===== config.mk =====
export PLATFORM = sky130hd
export DESIGN_NAME = trd_sqrt_cell
export DESIGN_NICKNAME = d
export VERILOG_FILES = /design/src/rtl/assert_macros.svh /design/src/rtl/trd_pkg.sv /design/src/rtl/trd_sqrt_cell.sv
export SDC_FILE = /design/constraint.sdc
export NUM_CORES = 1
export LEC_CHECK = 0
export BUFFER_PORTS_ARGS = -buffer_cell sky130_fd_sc_hd__buf_2
export CAP_MARGIN = 20
export CORE_ASPECT_RATIO = 1.25
export CORE_UTILIZATION = 44
export DETAILED_ROUTE_END_ITERATION = 6
export PLACE_DENSITY = 0.84
export SLEW_MARGIN = 20
export SYNTH_ARGS = -nofsm -noshare
export SYNTH_HDL_FRONTEND = slang
export SYNTH_SLANG_ARGS = --single-unit
export TNS_END_PERCENT = 5

===== constraint.sdc =====
create_clock -name clock -period 12.75 [get_ports clock]
set_input_delay 2.55 -clock clock [delete_from_list [all_inputs] [get_ports clock]]
set_output_delay 2.55 -clock clock [all_outputs]
set_load 0.02 [all_outputs]

===== src/rtl/assert_macros.svh =====
// Assertion macros used by the top level RTL file.
`ifndef ASSERT_MACROS_SVH
`define ASSERT_MACROS_SVH
`ifndef ASSERT_OFF
`define ASSERT_IMPL(label, clk, rst, prop, msg) \
   label: assert property (@(posedge clk) disable iff (rst) prop) else $error(msg);
`define ASSERT_NORST(label, clk, prop, msg) \
   label: assert property (@(posedge clk) prop) else $error(msg);
`else
`define ASSERT_IMPL(label, clk, rst, prop, msg)
`define ASSERT_NORST(label, clk, prop, msg)
`endif
`endif


===== src/rtl/trd_pkg.sv =====
// Types and constants of the radial dead zone block.
package trd_pkg;
   localparam int unsigned SqrtCells = 16;
   localparam int unsigned DivCells  = 16;
   localparam logic [14:0] DeadZoneReset  = 15'd6000;
   localparam logic [14:0] FullScaleReset = 15'd32767;
   localparam logic [1:0]  RegDeadZone  = 2'd0;
   localparam logic [1:0]  RegFullScale = 2'd1;

   // Payload carried alongside the data through every square root cell.
   typedef struct packed {
      logic        x_neg;
      logic        y_neg;
      logic [15:0] ax;
      logic [15:0] ay;
      logic [1:0]  tag;
      logic [14:0] dz;
      logic [14:0] fs;
   } side_type;

   // State of one square root cell: remainder, partial root, radicand.
   typedef struct packed {
      logic        vld;
      side_type    sd;
      logic [32:0] rem;
      logic [16:0] root;
      logic [31:0] rad;
   } sq_type;

   // State of one divider cell: three quotients share the divisor cells.
   // The lsb_ fields hold the one numerator bit still to be shifted in.
   typedef struct packed {
      logic        vld;
      logic [1:0]  tag;
      logic        centered;
      logic        lv_sat;
      logic        x_neg;
      logic        y_neg;
      logic [16:0] mag;
      logic [14:0] den;
      logic        lsb_x;
      logic        lsb_y;
      logic        lsb_l;
      logic [32:0] rx;
      logic [32:0] ry;
      logic [32:0] rl;
      logic [16:0] qx;
      logic [16:0] qy;
      logic [16:0] ql;
   } dv_type;
endpackage


===== src/rtl/trd_sqrt_cell.sv =====
// One bit of the restoring square root: a root bit per cell.
module trd_sqrt_cell (
   input  logic            clock,
   input  logic            reset,
   input  logic            en,
   input  trd_pkg::sq_type d_in,
   output trd_pkg::sq_type q_out
);
   import trd_pkg::*;
   sq_type      cell_ff, cell_in;
   logic [32:0] trial;
   logic [32:0] rem_sh;

   always_comb begin
      cell_in = d_in;
      rem_sh  = {d_in.rem[30:0], d_in.rad[31:30]};
      trial   = {d_in.root[14:0], 2'b01};
      cell_in.rad = {d_in.rad[29:0], 2'b00};
      if (rem_sh >= trial) begin
         cell_in.rem  = rem_sh - trial;
         cell_in.root = {d_in.root[15:0], 1'b1};
      end else begin
         cell_in.rem  = rem_sh;
         cell_in.root = {d_in.root[15:0], 1'b0};
      end
   end

   always_ff @(posedge clock) begin
      if (reset) begin
         cell_ff.vld <= 1'b0;
      end else if (en) begin
         cell_ff <= cell_in;
      end
   end
   assign q_out = cell_ff;
endmodule


# [Yosys cells after proc, flatten, opt, wreduce, memory -nomap -nowiden]
# Index checks and enable logic that the tools add are counted.
# W data, S select, Z words.
[op_classes] n_addsub=1 n_bitwise=1 n_reduce_logical=1 n_lt_le_gt_ge=1 mux=1
[op_table] cell="$mux W50" count=1
[op_table] cell="$ge A33 B17 Y1" count=1
[op_table] cell="$sub A33 B17 Y33" count=1
[op_table] cell="$reduce_and A2 Y1" count=1
[op_table] cell="$not A1 Y1" count=1
[word_totals] inputBits=152 wordCells=16 out_inout_bits=149 regBits=147

# [Logic depth before layout (Yosys ltp)]
# Gate-level depths: netlist of the first run.
[logic_depth] depth_word=2 ltp_mapped=11 ltp_nobuf=9

# [Worst setup path before layout of the first run]
# OpenSTA, ideal clock, no wires.
[synth_path] path_kind="input to register" from="input port reset" to="register cell_ff (netlist bit q_out[100]), enable pin" required_ns=12.077 arrival_time_ns=9.024 n_path_buf=0 slack_ns=3.053 setup_time_ns=0.673 path_stages=1 cell_sequence="nor2b_1"
[synth_between] elab_chain_cells=2
[synth_lines] item="start, declared" line="trd_sqrt_cell.sv:4" source="input logic reset,"
[synth_lines] item="$not A1 Y1 (no source line)"
[synth_lines] item="$reduce_and A2 Y1 (no source line)"
[synth_lines] item="end signal, assigned" line="trd_sqrt_cell.sv:32" source="cell_ff <= cell_in;"
[synth_lines] item="end, declared" line="trd_sqrt_cell.sv:10" source="sq_type cell_ff, cell_in;"
# No other way between the ends.
# A chain may end at the register's enable or synchronous reset.

==> qor.yml, run 1 <==
status: "completed"
htree_levels: 4
power_density_nw_per_um2: 153.7
worstPathMaxFanout: 30
wl_per_cell_um: 20.66
clock_skew_ps: 0
cts_buffers: 17
dpl.hpwl_um: 14180
grt_remaining_overflow: 0
final_layout_size_suffix_gt1_frac: 0.4777
cts_sinks: 147
synth-seq-cells: 147
ys_seq_area_frac: 0.7210
rsz0062_at_grt: "false"
wl_um: 18390
cp_data_arrival_time_ps: 5040
slowest_delay_ps: 480
root_buffer: "clkbuf_16"
largest_register_ffs: 147
timing.fmax_ghz: 0.2056
reg2regPathDepth: 2
relSlewSlack: 0.4558
hold_viol: 0
clockBufferDepth: 2
min_from: "q_out[148]"
period_share: 0.3815
grt_antenna_before_repair: 3
cp_num_buf_inv: 2
gp_congestion: 1.039
yosysMostFrequentCell: "edfxtp_1"
setup_viol: 0
maxCapViolations: 0
io_buffers: 295
post-synth-top-area-cell: "edfxtp_1"
end_kind: "flip-flop"
period_needed_ps: 4864
ctsResizeCount: 0
syn_inst: 400
clock_latency_ps: 420
synth_top_area_share: 0.7177
worstMarginPinSlew_ps: 808.8
via_per_inst: 5.252
die_h_um: 133.7
nets: 875
crit_path_frequent_cell: "nand3_1"
synth_ff_type: "edfxtp_1"
post-route-drc-count: 0
grt_pass1_wl_um: 26210
row_count: 47
rrSetupSlack_ps: 12140
crit_type: "in -> reg"
synth_edf_count: 146
cts_tree: "built"
grt_pass1_vias: 4731
final_core_util: 0.6256
syn_area_per_cell_um2: 15.27
drtAntennaViolNets: 0
ctsHoldBuffers: 0
ir_drop_mv: 0.09717
netlist_area_um2: 6108
yosys_warnings: 0
worstHoldPathCells: 2
startpoint_type: "input pin"
maxSlewViolCount: 0
drtPass1Iterations: 5
initial_core_util: 0.4556
crit_path_cell_trace: "buf_2 -> inv_1 -> ha_1 -> nand3_1 -> nor3_1 -> nand3_1 -> or2_2 -> nand2_2 -> mux2_2"
grt_max_degree: 91
ys_types: 56
synthArstFlopShare: 0
ios: 301
syn_to_final_growth_pct: 37.32
dr_total_vias: 4674
rr_startpoint: "q_out[148]"
tns_ps: 0
min_to: "q_out[148]"
path_delay_family: "simple AND/OR/NAND/NOR gates"
coreArea_um2: 13410
ys_top_cells_by_area: "edfxtp_1 72%, ha_1 3.5%, xnor2_1 3.2%"
synth_common_cells: "146 x edfxtp_1, 29 x a21oi_1, 23 x nor2_1"
clkTransAtPathRegs_ps: 60
power.leakage_uw: 0.003561
dieArea_um2: 14360
hp-class: "reg -> reg"
die_w_um: 107.4
grt_use_total: 0.2560
first_iter_violations: 302
critPathSlowestCell: "nand2_2"
postCtsSetupBuffers: 0
r2r_end: "q_out[148]"
required_ps: 12930
==> cell type report <==
cell class	count	area (um^2)
diodes	1	2.502
clock buffers	19	432.9
clock inverters	12	178.9
fillers	1008	5020
inverters	22	82.58
multi-input cells	220	1562
flip-flops and latches	147	4404
well taps	171	214.0
repair buffers	298	1511
==> kinds of logic after synthesis <==
family	Yosys count	share of synthesized area
compound gates	68	0.07108
xor+xnor	32	0.04588
fa+ha+maj	17	0.03482
buf+inv	34	0.02519
flops	147	0.7210
mux	5	0.01086
other cells	1	0.0006139
simple gates	96	0.09054
==> metal layers <==
| metal | GRT usage | share of wire | vias up |
|---|---|---|---|
| li1 | - | - | 2132 |
| met1 | 0.2516 | 0.33 | 2210 |
| met2 | 0.4211 | 0.50 | 271 |
| met3 | 0.1570 | 0.13 | 57 |
| met4 | 0.1240 | 0.036 | 4 |
| met5 | 0 | 0.0015 | - |
==> layout by cell type (no fill, tap or decap), types with 3 or more instances in the layout <==
| master | n |
|---|---|
| buf_2 | 295 |
| edfxtp_1 | 146 |
| a21oi_1 | 29 |
| nor2_1 | 23 |
| inv_1 | 22 |
| xnor2_1 | 22 |
| nand2_1 | 17 |
| ha_1 | 17 |
| clkbuf_16 | 17 |
| nand3_1 | 10 |
| xor2_1 | 10 |
| o21ai_0 | 9 |
| nor3_1 | 7 |
| nor4_1 | 5 |
| nand4b_1 | 5 |
| nand4_1 | 5 |
| a31oi_1 | 5 |
| a21o_1 | 4 |
| o211ai_1 | 4 |
| bufinv_16 | 4 |
| mux2_4 | 3 |
==> power breakdown <==
part / total, uW / internal (uW) / switching [uW]
registers: 582 / 574 / 8.83
logic: 192 / 68.9 / 123
clock network: 515 / 327 / 189
==> worst reg2reg max path, delay by kind of cell (launching register included) <==
kind / cells / cell delay [ps]
flip-flops: 1 / 310
multiplexers: 1 / 140
AND/OR/NAND/NOR: 1 / 60
==> how the worst max path moves through the flow <==
stage	slack [ps]	endpoint	from	depth (start not counted)
after CTS	7930	q_out[53]	d_in[38]	9
after global routing	7590	q_out[53]	d_in[37]	9
after global placement	7510	q_out[53]	d_in[37]	9
after detailed placement	7470	q_out[53]	d_in[37]	9
after floorplan	3050	q_out[100]	reset	1
final	7890	q_out[53]	d_in[37]	9
==> per-stage QoR <==
stage	hold slack (ps)	power (uW)	instance area, um^2	setup slack [ps]	cells
after global routing	553.6	1332	8388	7591	890
after detailed placement	513.8	781.2	7754	7471	857
after global placement	471.4	774.5	7754	7508	857
after floorplan	578.8	705.1	6112	3053	401
after CTS	529.5	1299	8366	7929	888
final	523.7	1289	8388	7887	890
No activity file was read; power rests on OpenSTA's default activity.
==> inputs of run 2 (changes only) <==
--- a/config.mk
+++ b/config.mk
@@ -8,7 +8,7 @@
 export BUFFER_PORTS_ARGS = -buffer_cell sky130_fd_sc_hd__buf_2
 export CAP_MARGIN = 20
 export CORE_ASPECT_RATIO = 1.25
-export CORE_UTILIZATION = 44
+export CORE_UTILIZATION = 42
 export DETAILED_ROUTE_END_ITERATION = 6
 export PLACE_DENSITY = 0.84
 export SLEW_MARGIN = 20
==> constraint.sdc (replaced) <==
create_clock -name clock -period 4.4 [get_ports clock]
set_input_delay 0.88 -clock clock [delete_from_list [all_inputs] [get_ports clock]]
set_output_delay 0.88 -clock clock [all_outputs]
set_load 0.02 [all_outputs]
==> run 2 against run 1 <==
Against the previous run: global-route usage down 4.3 points; cell area down 0.49%; core utilization down 2.9 points; via count down 3.3%; worst hold slack worse by 0.71 ps; critical path depth up 2; cell count up 0.67%; die area up 4.7%; clock skew unchanged; combinational power rose to 2.8 times the previous value; clock-buffer cell count down 2; highest routed layer unchanged.
==> qor.yml, run 2 (synthesis results as in run 1) <==
p_clk_frac: 0.384  # was 0.399
internal_power_uw: 2652  # was 969.0 uW
period_needed_ps: 3162
cp_data_arrival_time_ps: 3330  # was 5040 ps
grt_pass1_vias: 4363  # was 4,731
crit_path_frequent_cell: "a21oi_1"  # was nand3_1
cts_sinks: 147  # unchanged
dieArea_um2: 15030  # was 14,360 um^2
status: "completed"  # unchanged
use_met3: 0.08286  # was 0.1570
hold_slack_ps: 523.0  # was 523.7 ps
ir_drop_mv: 0.2471  # was 0.09717 mV
relSlewSlack: 0.2860  # was 0.4558
required_ps: 4570  # was 12,930 ps
power.leakage_uw: 0.003543  # was 0.003561 uW
post-route-drc-count: 0  # unchanged
maxCapViolations: 0  # unchanged
cts_buffers: 17  # unchanged
ctsHoldBuffers: 0  # unchanged
maxSlewViolCount: 0  # unchanged
rrSetupSlack_ps: 3810  # was 12,140 ps
initial_core_util: 0.4365  # was 0.4556
power_density_nw_per_um2: 432.5  # was 153.7 nW/um^2
clockBufferDepth: 2  # unchanged
crit_path_cell_trace: "buf_2 -> inv_1 -> ha_1 -> a21oi_1 -> a2bb2oi_1 -> a31oi_1 -> nor4_4 -> nand2_2 -> buf_4 -> nor2_1 -> a21oi_1"  # was buf_2 -> inv_1 -> ha_1 -> nand3_1 -> nor3_1 -> nand3_1 -> or2_2 -> nand2_2 -> mux2_2
worstPathMaxFanout: 21  # was 30
hold_viol: 0  # unchanged
clkTransAtPathRegs_ps: 60  # about the same
clock_skew_ps: 0  # unchanged
p_sw_frac: 0.2655  # was 0.2483
gp_congestion: 0.8642  # was 1.039
wl_per_cell_um: 18.11  # was 20.66 um
postCtsSetupBuffers: 0  # unchanged
worstHoldPathCells: 2  # unchanged
final_common_cell: "buf_2"  # unchanged
dp.cells: 863  # was 857
met1_usage: 0.2147  # was 0.2516
slowest_delay_ps: 390  # was 480 ps
clock_latency_ps: 420  # about the same
min_from: "q_out[148]"  # unchanged
fill_cells: 1123  # was 1,008
period_share: 0.7186
dr_total_vias: 4518  # was 4,674
r2r_end: "q_out[148]"  # unchanged
switching_power_uw: 958.7  # was 320.2 uW
drtAntennaViolNets: 0  # unchanged
grt_antenna_before_repair: 2  # was 3
grt_use_total: 0.2127  # was 0.2560
largest_register_ffs: 147  # unchanged
end_kind: "flip-flop"  # unchanged
die_h_um: 136.8  # was 133.7 um
crit_type: "in -> reg"  # unchanged
ios: 301  # unchanged
startpoint_type: "input pin"  # unchanged
grt_max_degree: 90  # was 91
hp-class: "reg -> reg"  # unchanged
grt_remaining_overflow: 0  # unchanged
final_layout_size_suffix_gt1_frac: 0.4819  # was 0.4777
coreArea_um2: 13990  # was 13,410 um^2
critPathSlowestCell: "ha_1"  # was nand2_2
grt_pass1_wl_um: 23010  # was 26,210 um
final_cell_mix: "295 x buf_2, 146 x edfxtp_1, 29 x a21oi_1"  # unchanged
min_to: "q_out[148]"  # unchanged
tns_ps: 0  # unchanged
io_buffers: 295  # unchanged
grt-busiest-layer: "met2"  # unchanged
rsz0062_at_grt: "false"  # unchanged
path_delay_family: "compound AO/OA/AOI/OAI gates"  # was simple AND/OR/NAND/NOR gates
via_per_inst: 5.042  # was 5.252
wl_um: 16230  # was 18,390 um
cp_num_buf_inv: 3  # was 2
nets: 876  # was 875
use_met2: 0.3858  # was 0.4211
rr_startpoint: "q_out[148]"  # unchanged
row_count: 48  # was 47
seq_power_share: 0.467  # was 0.452
ctsResizeCount: 0  # unchanged
die_w_um: 109.9  # was 107.4 um
htree_levels: 4  # unchanged
worstMarginPinSlew_ps: 1071  # was 808.8 ps
combPwrFrac: 0.149  # about the same
dpl.hpwl_um: 12670  # was 14,180 um
cts_tree: "built"  # unchanged
layout.cells.non_filler: 896  # was 890
reg2regPathDepth: 2  # unchanged
syn_to_final_growth_pct: 36.64  # was 37.32%
timing.fmax_ghz: 0.3163
root_buffer: "clkbuf_16"  # unchanged
setup_viol: 0  # unchanged
drtPass1Iterations: 4  # was 5
first_iter_violations: 215  # was 302
## run 2: tightest hold or removal path, delay by kind of cell, from the launching register on
family	cells	cell delay [ps]
mux	1	60
simple gates	1	90
flops	1	330
## run 2: metal layers
| layer | wire length (um) | vias up |
|---|---|---|
| met4 | 352 | 2 |
| met2 | 8806 | 209 |
| met5 | 13 | - |
| met3 | 1523 | 29 |
| met1 | 5529 | 2141 |
| li1 | - | 2137 |
## run 2: worst max path at each step
| stage | startpoint | to | slack (ps) | cells after the start |
|---|---|---|---|---|
| floorplan | en | q_out[100] | 900 | 1 |
| finish | d_in[40] | q_out[54] | 1240 | 11 |
| CTS | d_in[40] | q_out[54] | 1280 | 11 |
| global placement | d_in[40] | q_out[54] | 890 | 11 |
| detailed placement | d_in[37] | q_out[53] | 860 | 9 |
| global route | d_in[40] | q_out[51] | 1040 | 11 |
## run 2: final cells by class
class                           count  area (um^2)  share of cell area
Antenna cell                        1        2.502           0.0002998
Clock buffer                       17        425.4             0.05097
Clock inverter                     15        145.1             0.01739
Inverter                           22        82.58            0.009894
Multi-Input combinational cell    220         1562              0.1871
Sequential cell                   147         4404              0.5277
Tap cell                          175        219.0             0.02623
Timing Repair Buffer              299         1506              0.1805
## run 2: stage by stage
| step | setup slack [ps] | area [um^2] | total power (uW) | util |
|---|---|---|---|---|
| floorplan | 895.7 | 6120 | 2033 | - |
| finish | 1238 | 8347 | 3610 | 0.5965 |
| detailed placement | 858.6 | 7774 | 2253 | 0.5555 |
| global route | 1041 | 8347 | 3746 | 0.5965 |
| CTS | 1280 | 8344 | 3638 | 0.5963 |
| global placement | 893.8 | 7774 | 2236 | 0.5555 |
## run 2: power groups by stage
stage               sequential, uW  combinational, uW  clock, uW
floorplan                     1850                183          0
global placement              1710                527          0
detailed placement            1720                538          0
CTS                           1690                540       1410
global route                  1700                579       1470
finish                        1680                538       1390
==> inputs of run 3 (changes only) <==
--- a/config.mk
+++ b/config.mk
@@ -8,7 +8,7 @@
 export BUFFER_PORTS_ARGS = -buffer_cell sky130_fd_sc_hd__buf_2
 export CAP_MARGIN = 20
 export CORE_ASPECT_RATIO = 1.25
-export CORE_UTILIZATION = 42
+export CORE_UTILIZATION = 44
 export DETAILED_ROUTE_END_ITERATION = 6
 export PLACE_DENSITY = 0.84
 export SLEW_MARGIN = 20
==> constraint.sdc (replaced) <==
create_clock -name clock -period 3.1 [get_ports clock]
set_input_delay 0.62 -clock clock [delete_from_list [all_inputs] [get_ports clock]]
set_output_delay 0.62 -clock clock [all_outputs]
set_load 0.02 [all_outputs]
==> run 3 against run 2 <==
Against the previous run: clock skew unchanged; die area decreased by 4.5%; first-iteration DRC count increased by 22%; largest cell class unchanged; register-to-register slack got worse by 1300 ps; worst hold slack got worse by 150 ps; critical endpoint is now q_out[75]; power increased by 44%.
==> qor.yml, run 3 (synthesis results as in run 1) <==
required_ps: 3270  # was 4570 ps
wl_um: 18410  # was 16,230 um
seq_power_share: 0.460  # was 0.467
end_kind: "flip-flop"  # unchanged
coreArea_um2: 13410  # was 13,990 um^2
timing.fmax_ghz: 0.3787
startpoint_type: "input pin"  # unchanged
grt_max_degree: 48  # was 90
min_from: "d_in[125]"  # was q_out[148]
internal_power_uw: 3852  # was 2652 uW
hp-class: "in -> reg"  # was reg -> reg
die_w_um: 107.4  # was 109.9 um
switching_power_uw: 1357  # was 958.7 uW
place_ws_ps: 60.88  # was 858.6 ps
min_to: "q_out[125]"  # was q_out[148]
rrSetupSlack_ps: 2470  # was 3810 ps
initial_core_util: 0.4556  # was 0.4365
maxSlewViolCount: 0  # unchanged
nets: 894  # was 876
clkTransAtPathRegs_ps: 60  # about the same
tns_ps: 0  # unchanged
ctsHoldBuffers: 0  # unchanged
drtAntennaViolNets: 0  # unchanged
rsz0062_at_grt: "false"  # unchanged
ios: 301  # unchanged
die_h_um: 133.7  # was 136.8 um
critPathSlowestCell: "ha_1"  # unchanged
root_buffer: "clkbuf_16"  # unchanged
cts_sinks: 147  # unchanged
grt_antenna_before_repair: 1  # was 2
clock_latency_ps: 420  # about the same
power.leakage_uw: 0.003643  # was 0.003543 uW
final_layout_size_suffix_gt1_frac: 0.4946  # was 0.4819
cp_data_arrival_time_ps: 2810  # was 3330 ps
clock_skew_ps: 0  # unchanged
multiInputGateArea_um2: 1562  # unchanged
maxCapViolations: 0  # unchanged
power_density_nw_per_um2: 610.9  # was 432.5 nW/um^2
syn_to_final_growth_pct: 39.59  # was 36.64%
grt_remaining_overflow: 0  # unchanged
cts_buffers: 17  # unchanged
period_share: 0.8518
largest_register_ffs: 147  # unchanged
reg2regPathDepth: 2  # unchanged
setup_viol: 0  # unchanged
p_sw_frac: 0.2606  # was 0.2655
slowest_delay_ps: 430  # was 390 ps
p_clk_frac: 0.385  # was 0.384
postCtsSetupBuffers: 0  # unchanged
final_common_cell: "buf_2"  # unchanged
gp_congestion: 0.9764  # was 0.8642
total_power_uw: 5209  # was 3610 uW
register_area_um2: 4404  # unchanged
dpl.hpwl_um: 14260  # was 12,670 um
clockBufferDepth: 2  # unchanged
rr_startpoint: "q_out[148]"  # unchanged
grt_pass1_vias: 4881  # was 4,363
ir_drop_mv: 0.3981  # was 0.2471 mV
worstHoldPathCells: 1  # was 2
row_count: 47  # was 48
wl_per_cell_um: 20.23  # was 18.11 um
period_needed_ps: 2641
dr_total_vias: 4731  # was 4,518
final_cell_mix: "295 x buf_2, 146 x edfxtp_1, 29 x a21oi_1"  # unchanged
first_iter_violations: 263  # was 215
grt_pass1_wl_um: 26900  # was 23,010 um
ctsResizeCount: 0  # unchanged
combPwrFrac: 0.156  # was 0.149
r2r_end: "q_out[148]"  # unchanged
hold_slack_ps: 369.6  # was 523.0 ps
crit_path_cell_trace: "buf_2 -> inv_1 -> ha_1 -> nand2_1 -> nor3_1 -> nand3_1 -> or2_2 -> a211oi_4 -> nand4_1 -> xnor2_1"  # was buf_2 -> inv_1 -> ha_1 -> a21oi_1 -> a2bb2oi_1 -> a31oi_1 -> nor4_4 -> nand2_2 -> buf_4 -> nor2_1 -> a21oi_1
dieArea_um2: 14360  # was 15,030 um^2
worstPathMaxFanout: 8  # was 21
status: "completed"  # unchanged
htree_levels: 4  # unchanged
worstMarginPinSlew_ps: 570.6  # was 1071 ps
io_buffers: 295  # unchanged
final_core_util: 0.6360  # was 0.5965
cts_tree: "built"  # unchanged
grt_use_total: 0.2600  # was 0.2127
post-route-drc-count: 0  # unchanged
drtPass1Iterations: 5  # was 4
crit_type: "in -> reg"  # unchanged
fill_cells: 1009  # was 1,123
worst_slack_ps: 459.5  # was 1238 ps
via_per_inst: 5.199  # was 5.042
hold_viol: 0  # unchanged
relSlewSlack: 0.6188  # was 0.2860
==> run 3: cell types whose count changed in the layout (fill, tap and decap cells not counted) <==
cell,before,now
bufinv_16,1,2
clkinv_2,1,2
inv_8,2,1
inv_6,5,2
clkinvlp_4,3,5
buf_4,4,19
buf_12,0,3
==> run 3: layer usage <==
layer  vias to the layer above  wire (um)  GRT usage  share of wire
li1                       2173          -          -              -
met1                      2229       6208     0.2722           0.34
met2                       279       9348     0.4387           0.51
met3                        48       2227     0.1262           0.12
met4                         2        614     0.1157          0.033
met5                         -         13          0        0.00071
==> run 3: worst max path at each step <==
stage,to,startpoint,cells past startpoint
after global routing,q_out[75],d_in[38],12
after detailed placement,q_out[73],d_in[40],10
after floorplan,q_out[100],en,1
final,q_out[75],d_in[40],10
after global placement,q_out[73],d_in[40],10
after CTS,q_out[73],d_in[40],10
==> run 3: area by class of cell <==
class,count,area share
Antenna cell,1,0.0002935
Clock buffer,17,0.04989
Clock inverter,15,0.01849
Inverter,22,0.009685
Multi-Input combinational cell,220,0.1831
Sequential cell,147,0.5165
Tap cell,171,0.02509
Timing Repair Buffer,317,0.1969
==> run 3: power groups by stage <==
stage               clock network, uW  logic [uW]  registers [uW]
global route                     2100         866            2410
floorplan                           0         259            2630
finish                           2000         812            2390
CTS                              2040         810            2400
global placement                    0         787            2430
detailed placement                  0         803            2430
==> run 3: through the flow <==
stage	cell area, um^2	cells
global route	8524	909
finish	8527	910
global placement	7941	877
detailed placement	7941	877
CTS	8524	909
floorplan	6120	401
==> run 3: worst max-delay path, delay by kind of cell <==
kind	cells	cell delay, ps
AOI/OAI and AO/OA	1	420
xor gates and xnor gates	1	170
adders and majority gates	1	430
and+or+nand+nor	5	1030
buffers and inverters	2	150
