===== src/rtl/assert_macros.svh =====
// Assertion macros used by the top level RTL file.
`ifndef ASSERT_MACROS_SVH
`define ASSERT_MACROS_SVH
`ifndef ASSERT_OFF
`define ASSERT_IMPL(label, clk, rst, prop, msg) \
   label: assert property (@(posedge clk) disable iff (rst) prop) else $error(msg);
`define ASSERT_NORST(label, clk, prop, msg) \
   label: assert property (@(posedge clk) prop) else $error(msg);
`else
`define ASSERT_IMPL(label, clk, rst, prop, msg)
`define ASSERT_NORST(label, clk, prop, msg)
`endif
`endif


===== src/rtl/trd_pkg.sv =====
// Types and constants of the radial dead zone block.
package trd_pkg;
   localparam int unsigned SqrtCells = 16;
   localparam int unsigned DivCells  = 16;
   localparam logic [14:0] DeadZoneReset  = 15'd6000;
   localparam logic [14:0] FullScaleReset = 15'd32767;
   localparam logic [1:0]  RegDeadZone  = 2'd0;
   localparam logic [1:0]  RegFullScale = 2'd1;

   // Payload carried alongside the data through every square root cell.
   typedef struct packed {
      logic        x_neg;
      logic        y_neg;
      logic [15:0] ax;
      logic [15:0] ay;
      logic [1:0]  tag;
      logic [14:0] dz;
      logic [14:0] fs;
   } side_type;

   // State of one square root cell: remainder, partial root, radicand.
   typedef struct packed {
      logic        vld;
      side_type    sd;
      logic [32:0] rem;
      logic [16:0] root;
      logic [31:0] rad;
   } sq_type;

   // State of one divider cell: three quotients share the divisor cells.
   // The lsb_ fields hold the one numerator bit still to be shifted in.
   typedef struct packed {
      logic        vld;
      logic [1:0]  tag;
      logic        centered;
      logic        lv_sat;
      logic        x_neg;
      logic        y_neg;
      logic [16:0] mag;
      logic [14:0] den;
      logic        lsb_x;
      logic        lsb_y;
      logic        lsb_l;
      logic [32:0] rx;
      logic [32:0] ry;
      logic [32:0] rl;
      logic [16:0] qx;
      logic [16:0] qy;
      logic [16:0] ql;
   } dv_type;
endpackage


===== src/rtl/trd_div_cell.sv =====
// One quotient bit for each of the three restoring divisions.
module trd_div_cell (
   input  logic            clock,
   input  logic            reset,
   input  logic            en,
   input  trd_pkg::dv_type d_in,
   output trd_pkg::dv_type q_out
);
   import trd_pkg::*;
   dv_type      cell_ff, cell_in;
   logic [33:0] sx, sy, sl;
   logic [33:0] dm, dd;

   always_comb begin
      cell_in = d_in;
      dm = {17'd0, d_in.mag};
      dd = {19'd0, d_in.den};
      sx = {d_in.rx, d_in.lsb_x};
      sy = {d_in.ry, d_in.lsb_y};
      sl = {d_in.rl, d_in.lsb_l};
      cell_in.lsb_x = 1'b0;
      cell_in.lsb_y = 1'b0;
      cell_in.lsb_l = 1'b0;
      if (sx >= dm) begin
         cell_in.rx = 33'(sx - dm);
         cell_in.qx = {d_in.qx[15:0], 1'b1};
      end else begin
         cell_in.rx = sx[32:0];
         cell_in.qx = {d_in.qx[15:0], 1'b0};
      end
      if (sy >= dm) begin
         cell_in.ry = 33'(sy - dm);
         cell_in.qy = {d_in.qy[15:0], 1'b1};
      end else begin
         cell_in.ry = sy[32:0];
         cell_in.qy = {d_in.qy[15:0], 1'b0};
      end
      if (sl >= dd && d_in.den != 15'd0) begin
         cell_in.rl = 33'(sl - dd);
         cell_in.ql = {d_in.ql[15:0], 1'b1};
      end else begin
         cell_in.rl = sl[32:0];
         cell_in.ql = {d_in.ql[15:0], 1'b0};
      end
   end

   always_ff @(posedge clock) begin
      if (reset) begin
         cell_ff.vld <= 1'b0;
      end else if (en) begin
         cell_ff <= cell_in;
      end
   end
   assign q_out = cell_ff;
endmodule


===== config.mk =====
export PLATFORM = sky130hd
export DESIGN_NAME = trd_div_cell
export DESIGN_NICKNAME = d
export VERILOG_FILES = /design/src/rtl/assert_macros.svh /design/src/rtl/trd_pkg.sv /design/src/rtl/trd_div_cell.sv
export SDC_FILE = /design/constraint.sdc
export NUM_CORES = 1
export LEC_CHECK = 0
export ABC_AREA = 0
export ABC_CLOCK_PERIOD_IN_PS = 25100
export BUFFER_PORTS_ARGS = -buffer_cell sky130_fd_sc_hd__buf_2
export CAP_MARGIN = 20
export CORE_MARGIN = 5
export CORE_UTILIZATION = 30
export CTS_BUF_LIST = sky130_fd_sc_hd__clkbuf_16
export DETAILED_ROUTE_END_ITERATION = 10
export GPL_TIMING_DRIVEN = 0
export PLACE_DENSITY = 0.61
export SLEW_MARGIN = 0
export SYNTH_ARGS = -nofsm -noshare
export SYNTH_HDL_FRONTEND = slang
export SYNTH_SLANG_ARGS = --single-unit

===== constraint.sdc =====
create_clock -name clock -period 25.1 [get_ports clock]
set_input_delay 2.51 -clock clock [delete_from_list [all_inputs] [get_ports clock]]
set_output_delay 2.51 -clock clock [all_outputs]
set_load 0.01 [all_outputs]

### Word level (Yosys, flattened, before mapping)

Cells that the tools add are included.
W data, S select, Z words.

| word-level totals | value |
|---|---|
| register bits | 189 |
| memory bits (writable) | 0 |
| word-level logic and storage cells | 30 |
| bits in latches | 0 |
| memories | 0 |
| input port bits | 195 |
| bits in read-only memories | 0 |
| output and inout port bits | 192 |

| operators by class | value |
|---|---|
| add/subtract/negate cells | 3 |
| multiply operators | 0 |
| eq/ne operators | 0 |
| muxes and demuxes | 6 |
| order comparisons | 3 |
| bitwise operators | 1 |
| reductions and logical operators | 3 |
| div/mod/pow operators | 0 |
| shift-type cells | 0 |

Operators by type and width:

| cell | count |
|---|---|
| $mux W33 | 3 |
| $ge A34 B17 Y1 | 2 |
| $sub A33 B17 Y33 | 2 |
| $ge A34 B15 Y1 | 1 |
| $sub A33 B15 Y33 | 1 |
| $reduce_bool A15 Y1 | 1 |
| $mux W1 | 3 |
| $reduce_and A2 Y1 | 1 |
| $logic_and A1 B1 Y1 | 1 |
| $not A1 Y1 | 1 |

### Logic depth before layout (Yosys ltp)

Gate-level depths: netlist of run 1.

| depth | value |
|---|---|
| depth after elaboration | 3 |
| mapped depth | 12 |
| gate-level depth less buffers | 11 |

### Worst setup path before layout of run 1

No wires, ideal clock.

| path | value |
|---|---|
| path type | input port to flip-flop |
| start | in reset |
| end | reg cell_ff (netlist bit q_out[0]) (enable) |
| setup slack | 13502 ps |
| stages on the path | 1 |
| library setup time | 765 ps |
| buffers on the path | 0 |
| arrival time | 10834 ps |
| path through | nor2b_1 |

| on the way | value |
|---|---|
| word-level cells in the longest chain between the ends | 2 |

Ends and longest elaborated chain:

| element | line | RTL |
|---|---|---|
| from (decl) | trd_div_cell.sv:4 | `input logic reset,` |
| $not A1 Y1 (no line) | -- |  |
| $reduce_and A2 Y1 (no line) | -- |  |
| to (signal assigned) | trd_div_cell.sv:51 | `cell_ff <= cell_in;` |
| to (decl) | trd_div_cell.sv:10 | `dv_type cell_ff, cell_in;` |

Every way passes these cells.
A chain may end at the register's enable or synchronous reset.

==> results of run 1 <==
[synth_stat cells (all sizes together), types with 8 or more instances]
cell    number  share of area
a21oi       51          0.026
nand3       18         0.0090
nor3        20          0.010
nand2       51          0.019
nor4        22          0.014
or3         12         0.0075
clkbuf      13         0.0049
o21ai       43          0.022
nand2b       9         0.0056
ha          49          0.061
xor2        43          0.038
o21a        11         0.0083
buf         12         0.0089
nor2        78          0.029
xnor2       35          0.031
a31oi       12         0.0075
inv         51          0.019
o31ai        8         0.0070
edfxtp     188           0.56
a21o        24          0.018
a211oi      11         0.0095
[report_power, final]
part | leakage, nW | switching (W) | internal, W
sequential | 1.78 | 0.00000576 | 0.000378
combinational | 3.49 | 0.0000921 | 0.0000670
clock | 0.301 | 0.000141 | 0.000144
total | 5.57 | 0.000239 | 0.000589
[layer usage]
| metal | GRT usage | vias up | wire (um) |
|---|---|---|---|
| li1 | - | 4001 | - |
| met1 | 0.196 | 3835 | 12300 |
| met2 | 0.290 | 337 | 15900 |
| met3 | 0.0485 | 35 | 2870 |
| met4 | 0.0521 | 4 | 657 |
| met5 | 0 | - | 30 |
[through the flow]
step | hold WS (ns) | setup WS (ns) | utilization
2_1_floorplan | 0.528 | 13.50 | -
3_3_place_gp | 0.474 | 9.51 | 0.381
3_5_place_dp | 0.488 | 19.12 | 0.385
4_1_cts | 0.506 | 19.64 | 0.404
5_1_grt | 0.525 | 19.37 | 0.404
6_report | 0.503 | 19.70 | 0.404
[worst paths after layout]
kind / from / endpoint
worst max register to register: q_out[191]$_SDFFE_PP0P_ / q_out[191]$_SDFFE_PP0P_
worst min-delay path: q_out[191]$_SDFFE_PP0P_ / q_out[191]$_SDFFE_PP0P_
worst max-delay path: d_in[168] / q_out[122]$_DFFE_PP_
worst min register to register: q_out[191]$_SDFFE_PP0P_ / q_out[191]$_SDFFE_PP0P_
[cell families (layout without fill, tap and decap cells)]
| kind of cell | count (synthesis) | in the layout | share of synthesized area |
|---|---|---|---|
| and+or+nand+nor | 254 | 254 | 0.127 |
| AOI/OAI and AO/OA | 193 | 193 | 0.125 |
| DFF | 189 | 189 | 0.567 |
| xor gates and xnor gates | 78 | 78 | 0.0684 |
| buffers and inverters | 76 | 492 | 0.0329 |
| adders and majority gates | 52 | 52 | 0.0674 |
| muxes | 10 | 10 | 0.0110 |
| other | 1 | 7 | 0.000375 |
[final cells by class]
cell class	instances	area (um^2)	area share
Antenna cell	4	10.0	0.000758
Buffer	25	138	0.0104
Clock buffer	17	425	0.0322
Clock inverter	15	198	0.0150
Inverter	51	191	0.0145
Multi-Input combinational cell	590	4010	0.304
Sequential cell	189	5670	0.429
Tap cell	442	553	0.0419
Timing Repair Buffer	384	2020	0.153
[placed cells by master (no fill, tap or decap), drive strengths merged, types with 18 or more instances in the layout]
cell type | Yosys | routed
nor2 | 78 | 78
o21ai | 43 | 43
nor4 | 22 | 22
xnor2 | 35 | 35
xor2 | 43 | 43
nand3 | 18 | 18
edfxtp | 188 | 188
nand2 | 51 | 51
ha | 49 | 49
nor3 | 20 | 20
buf | 12 | 396
inv | 51 | 58
clkbuf | 13 | 30
a21oi | 51 | 51
a21o | 24 | 24
[worst max-delay path, cell delays in order]
cell and delay [ns]:
buf_2 0.14, ha_1 0.21, fa_1 0.40, nor2b_1 0.18
o31a_1 0.19, o31ai_1 0.12, a21o_1 0.24, o211ai_1 0.29
clkbuf_1 0.59, clkbuf_1 0.51, a21oi_1 0.17
==> impl_metrics.yaml, run 1 <==
finish:
  areaGrowthSynthToFinish_pct: 32.2
  num-nets-final: 1505
  finalNonFillerCells: 1717
  drive_gt1_frac: 0.352
  design_area_um2: 13200
  largest_register_ffs: 189
  fillers: 3241
timing:
  period_needed_ns: 5.40
  finalSetupViolations: 0
  fin_crit_sh: 0.215
  finClkSkew_ns: 0
  slew_headroom: 0.454
  slew_violations: 0
  hold_viol_final: 0
  clock.fmax_mhz: 185
  tns_ns: 0
  tightest_slew_ns: 0.814
  rsz0062_at_grt: "no"
power_and_ir_drop:
  leakage_nw: 5.57
  p_per_area_nw_per_um2: 62.7
  total_power_w: 0.000828
  vdd_drop_max_uv: 43.7
critical_path:
  reg2reg_depth: 2
  cp.required_ns: 25.27
  reg2reg_slack_ns: 24.52
  worstPathArrival_ns: 5.57
  end_kind: "register"
  critical_path_class: "in2reg"
  cp_max_fo: 10
  worstSetupStartpointType: "input port"
grt:
  gr-total-overflow: 0
  grt_max_degree: 36
  grt_pass1_vias: 8220
  antenna_found_initial: 4
  grt_pass1_wl_mm: 46.9
  grt_usage: 0.166
place:
  hpwl_mm: 25.6
  placed_cells: 1681
  portBuffers: 378
  place_congestion: 0.890
  placed_cell_area_um2: 12600
floorplan:
  design.die.area_um2: 37100
  die_h_um: 193
  initial_core_util: 0.306
  core-area_um2: 32700
  dieWidth_um: 193
  num_io_pins: 387
  rows: 66
clocking:
  cts_buffers: 17
  cts_root_buf: "clkbuf_16"
  cts_setup_buffers: 0
  clk_pin_slew_ns: 0.08
  clock_latency_ns: 0.44
  cts_resized: 0
  cts_tree: "done"
  cts_buffer_depth: 2
  hold_buffers: 0
  cts_max_level: 4
  clock-sinks: 189
worst_hold_path:
  holdCritPathClass: "reg2reg"
  hold_path_depth: 2
logic_synthesis:
  syn_area_per_cell_um2: 11.7
  synth_area_um2: 9990
  synth_edf_count: 188
  syn_inst: 853
  ys.flop_type: "edfxtp_1"
  yosysSeqAreaShare: 0.567
  ys_ff_latch: 189
  ys_warn_count: 0
  synthArstFlopShare: 0
  yosysUniqueCellTypes: 62
detailed_routing:
  via_count: 8212
  antenna_left: 0
  via_per_inst: 4.78
  drtPass1Iterations: 6
  drt_drc_violations_left: 0
  routedWlPerCell_um: 18.5
  drtIter0Drc: 491
  wl_mm: 31.7
run:
  max_cap_violations: 0
outcome:
  status: "finished, final reports clean"
Power figures use the tool's default switching activity.
==> inputs of run 2 (changes only) <==
--- a/config.mk
+++ b/config.mk
@@ -5,8 +5,8 @@
 export SDC_FILE = /design/constraint.sdc
 export NUM_CORES = 1
 export LEC_CHECK = 0
-export ABC_AREA = 0
-export ABC_CLOCK_PERIOD_IN_PS = 25100
+export ABC_AREA = 1
+export ABC_CLOCK_PERIOD_IN_PS = 5000
 export BUFFER_PORTS_ARGS = -buffer_cell sky130_fd_sc_hd__buf_2
 export CAP_MARGIN = 20
 export CORE_MARGIN = 5
@@ -14,7 +14,7 @@
 export CTS_BUF_LIST = sky130_fd_sc_hd__clkbuf_16
 export DETAILED_ROUTE_END_ITERATION = 10
 export GPL_TIMING_DRIVEN = 0
-export PLACE_DENSITY = 0.61
+export PLACE_DENSITY = 0.59
 export SLEW_MARGIN = 0
 export SYNTH_ARGS = -nofsm -noshare
 export SYNTH_HDL_FRONTEND = slang
==> constraint.sdc (replaced) <==
create_clock -name clock -period 5 [get_ports clock]
set_input_delay 0.5 -clock clock [delete_from_list [all_inputs] [get_ports clock]]
set_output_delay 0.5 -clock clock [all_outputs]
set_load 0.01 [all_outputs]
==> run 2 against run 1 <==
  * Non-clock buffer count is 4 lower
  * Total power grew to 5.2 times the previous value
  * Register-to-register slack lost 20 ns
  * Highest routed layer unchanged
  * Core utilization shrank 1.9 points
  * Largest cell class unchanged
  * Largest power group unchanged
  * Synthesized cell count is 76% higher
  * Clock skew unchanged
==> impl_metrics.yaml, run 2 <==
floorplan:
  rows: 73
  dieWidth_um: 210
  num_io_pins: 387
  initial_core_util: 0.303
  core-area_um2: 39700
  design.die.area_um2: 44200
  die_h_um: 210
clocking:
  cts_setup_buffers: 0
  cts_buffer_depth: 2
  clock_latency_ns: 0.45
  cts_resized: 0
  clock-sinks: 189
  cts_max_level: 4
  cts_buffers: 17
  clk_pin_slew_ns: 0.08
  cts_root_buf: "clkbuf_16"
  cts_tree: "done"
  hold_buffers: 0
logic_synthesis:
  synth_edf_count: 188
  ys.flop_type: "edfxtp_1"
  syn_inst: 1505
  yosysMostFrequentCell: "nand2_1"
  synth_common_cells: "nand2_1 (563), inv_1 (227), edfxtp_1 (188), nor2_1 (140), nand3_1 (68)"
  synth_area_um2: 12000
  synthArstFlopShare: 0
  ys_ff_latch: 189
  yosysTopAreaCellShare: 0.470
  synth_top_area_cell: "edfxtp_1"
  yosysSeqAreaShare: 0.471
  syn_area_per_cell_um2: 7.99
  ys_warn_count: 0
  yosysUniqueCellTypes: 38
  synth_area_leaders: "edfxtp_1 (47%), nand2_1 (18%), inv_1 (7.1%)"
finish:
  final_util: 0.386
  num-nets-final: 2159
  largest_register_ffs: 189
  layout_commonest_cell: "nand2_1"
  areaGrowthSynthToFinish_pct: 27.4
  layout_common_cells: "nand2_1 (563), buf_2 (384), inv_1 (230), edfxtp_1 (188), nor2_1 (139)"
  drive_gt1_frac: 0.259
  design_area_um2: 15300
place:
  hpwl_mm: 35.4
  pre_cts_ws_ns: 2.20
  placed_cell_area_um2: 14700
  place_congestion: 0.919
  portBuffers: 380
worst_hold_path:
  holdCritPathClass: "in2reg"
timing:
  finClkSkew_ns: 0
  rsz0062_at_grt: "no"
  period_needed_ns: 2.39
  fin_crit_sh: 0.478
  hold_viol_final: 0
  tightest_slew_ns: 0.620
  slew_violations: 0
  slew_headroom: 0.584
  fin_hold_ws_ns: 0.215
  clock.fmax_mhz: 419
  finalSetupViolations: 0
  fin_ws_ns: 2.61
power_and_ir_drop:
  p_per_area_nw_per_um2: 279
  vdd_drop_max_uv: 237
  leakage_nw: 7.21
critical_path:
  worst_path_max_delay_cell: "fa_1"
  max_stage_delay_ns: 0.47
  crit_cells: 15
  path_buf_inv: 3
  reg2reg_slack_ns: 4.43
  cp.required_ns: 5.21
  cp-endpoint: "q_out[71]$_DFFE_PP_"
  end_kind: "register"
  worstSetupStartpointType: "input port"
  cpLargestDelayFamily: "simple AND/OR/NAND/NOR gates"
  worstPathCellList: "buf_2 -> inv_1 -> ha_1 -> inv_1 -> fa_1 -> nand3_1 -> nand3_1 -> nand2_1 -> nand2_1 -> nand2_1 -> nand2_1 -> o21ai_0 -> nand2_1 -> nand2_1 -> nand2_1"
  crit_top_cell: "nand2_1"
  r2r_end: "q_out[191]$_SDFFE_PP0P_"
  crit_start: "d_in[150]"
  critical_path_class: "in2reg"
  cp_max_fo: 4
  reg2reg_depth: 2
  worstPathArrival_ns: 2.60
  r2r_start: "q_out[191]$_SDFFE_PP0P_"
detailed_routing:
  topRoutingLayerUsed: "met5"
  drt-met1-wl_mm: 19.4
  antenna_left: 0
  wl_mm: 41.9
  route.met3.wl_mm: 2.61
  via_per_inst: 4.55
  via_count: 11171
  drtIter0Drc: 680
  wl_met2_mm: 19.0
  drt_drc_violations_left: 0
  drtPass1Iterations: 5
  routedWlPerCell_um: 17.1
grt:
  gr-total-overflow: 0
  grt_pass1_wl_mm: 62.5
  grt_max_degree: 38
  grt_pass1_vias: 10527
  grt_usage: 0.184
  antenna_found_initial: 10
outcome:
  status: "finished, final reports clean"
run:
  max_cap_violations: 0
## run 2: cell types whose count changed after synthesis, moves of 13 or more
cell / change
a21oi_1: -16
nor4_1: -19
o21ai_1: +16
nor2_1: +62
nand2_1: +512
inv_1: +177
a21o_1: -22
o21ai_0: -15
nand3_1: +50
xor2_1: -31
clkbuf_1: -13
a21oi_2: +22
## run 2: metrics by stage
stage	total power (W)	std cells	TNS, ns
after floorplan	0.00252	1507	0
after global placement	0.00292	2412	-11.35
after detailed placement	0.00293	2418	0
after CTS	0.00432	2450	0
after global routing	0.00449	2454	0
final	0.00427	2456	0
## run 2: power breakdown
group | internal [W] | leakage, nW | total [W] | switching, W
clock | 0.000736 | 0.279 | 0.00137 | 0.000637
sequential | 0.00190 | 1.78 | 0.00193 | 0.0000321
combinational | 0.000353 | 5.15 | 0.000962 | 0.000609
## run 2: logic make-up after synthesis
family	share of synthesized area
adder cells (fa/ha/maj)	0.0560
buffers and inverters	0.0863
other	0.000312
AND/OR/NAND/NOR	0.294
flip-flops	0.471
XOR/XNOR	0.0328
AO/OA/AOI/OAI	0.0599
## run 2: worst register-to-register path: stages (launching register included)
cell	delay [ns]
dfxtp_1	0.34
nand2_1	0.06
a21oi_1	0.11
## run 2: worst min-delay path by stage
stage / start / end / slack (ns) / depth (start not counted)
final: d_in[4] / q_out[5]$_DFFE_PP_ / 0.21 / 1
after CTS: d_in[187] / q_out[187]$_DFFE_PP_ / 0.17 / 1
after global placement: q_out[191]$_SDFFE_PP0P_ / q_out[191]$_SDFFE_PP0P_ / 0.45 / 2
after detailed placement: q_out[191]$_SDFFE_PP0P_ / q_out[191]$_SDFFE_PP0P_ / 0.46 / 2
after floorplan: q_out[191]$_SDFFE_PP0P_ / q_out[191]$_SDFFE_PP0P_ / 0.48 / 2
after global routing: d_in[14] / q_out[15]$_DFFE_PP_ / 0.18 / 1
## run 2: cell type report
cell class                      instances  area (um^2)
Antenna cell                            6         15.0
Buffer                                 19          163
Clock buffer                           17          425
Clock inverter                         15          151
Fill cell                            4114        24400
Inverter                              233          875
Multi-Input combinational cell       1066         5340
Sequential cell                       189         5670
Tap cell                              525          657
Timing Repair Buffer                  386         2030
## run 2: layer usage
metal / vias up / track usage
met5: - / 0
met4: 6 / 0.0603
met3: 45 / 0.0402
met2: 334 / 0.289
met1: 5152 / 0.255
li1: 5634 / -
==> inputs of run 3 (changes only) <==
--- a/config.mk
+++ b/config.mk
@@ -6,7 +6,7 @@
 export NUM_CORES = 1
 export LEC_CHECK = 0
 export ABC_AREA = 1
-export ABC_CLOCK_PERIOD_IN_PS = 5000
+export ABC_CLOCK_PERIOD_IN_PS = 2500
 export BUFFER_PORTS_ARGS = -buffer_cell sky130_fd_sc_hd__buf_2
 export CAP_MARGIN = 20
 export CORE_MARGIN = 5
==> constraint.sdc (replaced) <==
create_clock -name clock -period 2.5 [get_ports clock]
set_input_delay 0.25 -clock clock [delete_from_list [all_inputs] [get_ports clock]]
set_output_delay 0.25 -clock clock [all_outputs]
set_load 0.01 [all_outputs]
==> run 3 against run 2 <==
  * Sequential share of layout area decreased by 2.1 points
  * First-iteration DRC count increased by 18%
  * Combinational power increased by 110%
  * Total power increased by 100%
  * Hold slack got worse by 0.19 ns
  * Clock skew unchanged
  * Core utilization increased by 2.4 points
  * Via count increased by 2.9%
  * Sequential power increased by 100%
  * Critical path depth unchanged
  * Largest cell class unchanged
==> impl_metrics.yaml, run 3 (same netlist as run 2, synthesis figures left out) <==
place:
  pre_cts_ws_ns: -0.0886
  portBuffers: 380
  placed_cell_area_um2: 14700
  place_congestion: 0.969
  hpwl_mm: 34.9
grt:
  busiest_layer: "met2"
  grt_use_met2: 0.298
  grt_pass1_wl_mm: 63.7
  grt_usage: 0.186
  use_met1: 0.255
  gr-total-overflow: 0
  antenna_found_initial: 10
  grt.met3_usage: 0.0371
  grt_max_degree: 35
  grt_pass1_vias: 11044
clocking:
  cts_buffer_depth: 2
  cts_buffers: 17
  clock-sinks: 189
  cts_root_buf: "clkbuf_16"
  clk_pin_slew_ns: 0.07
  clock_latency_ns: 0.46
  cts_tree: "done"
  cts_max_level: 4
floorplan:
  initial_core_util: 0.303
  rows: 73
  num_io_pins: 387
  dieWidth_um: 210
  die_h_um: 210
  core-area_um2: 39700
  design.die.area_um2: 44200
timing:
  finClkSkew_ns: 0
  clock.fmax_mhz: 414
  rsz0062_at_grt: "yes"
  slew_headroom: 0.645
  tightest_slew_ns: 0.527
  hold_viol_final: 0
  slew_violations: 0
  finalSetupViolations: 0
  tns_ns: 0
  period_needed_ns: 2.41
  fin_ws_ns: 0.0852
  fin_hold_ws_ns: 0.0267
  fin_crit_sh: 0.966
worst_hold_path:
  min_to: "q_out[171]$_DFFE_PP_"
  hold_path_depth: 1
  hp-start: "d_in[171]"
  holdCritPathClass: "in2reg"
power_and_ir_drop:
  leakage_nw: 7.58
  total_power_w: 0.00874
  p_per_area_nw_per_um2: 538
  vdd_drop_max_uv: 478
critical_path:
  cp.required_ns: 2.70
  critical_path_class: "in2reg"
  cp_max_fo: 10
  reg2reg_slack_ns: 1.95
  end_kind: "register"
  worstPathArrival_ns: 2.61
  r2r_end: "q_out[191]$_SDFFE_PP0P_"
  worstSetupStartpointType: "input port"
  r2r_start: "q_out[191]$_SDFFE_PP0P_"
  reg2reg_depth: 2
finish:
  num-nets-final: 2242
  layout_commonest_cell: "nand2_1"
  drive_gt1_frac: 0.258
  areaGrowthSynthToFinish_pct: 35.2
  design_area_um2: 16300
  largest_register_ffs: 189
  layout_common_cells: "nand2_1 (561), buf_2 (384), inv_1 (226), edfxtp_1 (188), nor2_1 (136)"
detailed_routing:
  via_per_inst: 4.53
  routedWlPerCell_um: 16.7
  drtIter0Drc: 799
  antenna_left: 0
  drt_drc_violations_left: 0
  drtPass1Iterations: 7
  via_count: 11494
  wl_mm: 42.4
run:
  max_cap_violations: 0
outcome:
  status: "finished, final reports clean"
[run 3: cell count changes in the layout (fill, tap and decap cells not counted), sizes merged]
cell / previous run / this run
inv: 238 / 239
clkinv: 4 / 6
dlygate4sd3: 0 / 80
buf: 405 / 407
nand2: 570 / 571
diode: 6 / 2
clkinvlp: 4 / 1
[run 3: power by group]
group	total, W	internal (W)	switching [W]
Combinational	0.00205	0.000799	0.00125
Sequential	0.00386	0.00380	0.0000646
Clock	0.00283	0.00151	0.00132
[run 3: area by class of cell]
class | instances | area [um^2]
flip-flops and latches | 189 | 5670
well taps | 525 | 657
fillers | 4038 | 23500
plain buffers | 19 | 163
diodes | 2 | 5.00
clock buffers | 17 | 425
inverters | 233 | 887
multi-input cells | 1067 | 5440
repair buffers | 468 | 2840
clock inverters | 15 | 181
[run 3: what timing repair did]
item / in CTS / in global routing
hold buffers: 80 / 0
endpoints found under the setup margin: 0 / 33
buffers inserted: 0 / 2
resized for setup: 0 / 18
hold endpoints to repair: 80 / 0
[run 3: stage by stage]
stage	utilization	std cells
after floorplan	-	1507
after global placement	0.368	2412
after detailed placement	0.371	2418
after CTS	0.406	2530
after global routing	0.409	2534
final	0.409	2535
[run 3: worst max-delay path by stage]
stage	from	depth (start not counted)	end
after floorplan	en	2	q_out[0]$_DFFE_PP_
after global placement	en	3	q_out[74]$_DFFE_PP_
after detailed placement	d_in[168]	10	q_out[124]$_DFFE_PP_
after CTS	d_in[164]	16	q_out[62]$_DFFE_PP_
after global routing	d_in[155]	15	q_out[63]$_DFFE_PP_
final	d_in[155]	15	q_out[62]$_DFFE_PP_
[run 3: per-layer routing]
metal / routed length [um] / vias up
li1: - / 5797
met1: 19700 / 5279
met2: 19000 / 348
met3: 2520 / 58
met4: 1040 / 12
met5: 76 / -
[run 3: worst max-delay path, cell delays in order]
cell and delay [ns]:
dlygate4sd3_1 0.55, buf_2 0.15, inv_1 0.06, ha_1 0.26
buf_2 0.17, nand2_1 0.07, nor2_1 0.15, nand3_1 0.11
nand3_2 0.17, nand2_2 0.08, nand3_4 0.13, nand2_4 0.09
buf_4 0.20, nand2_1 0.06, o21ai_1 0.09
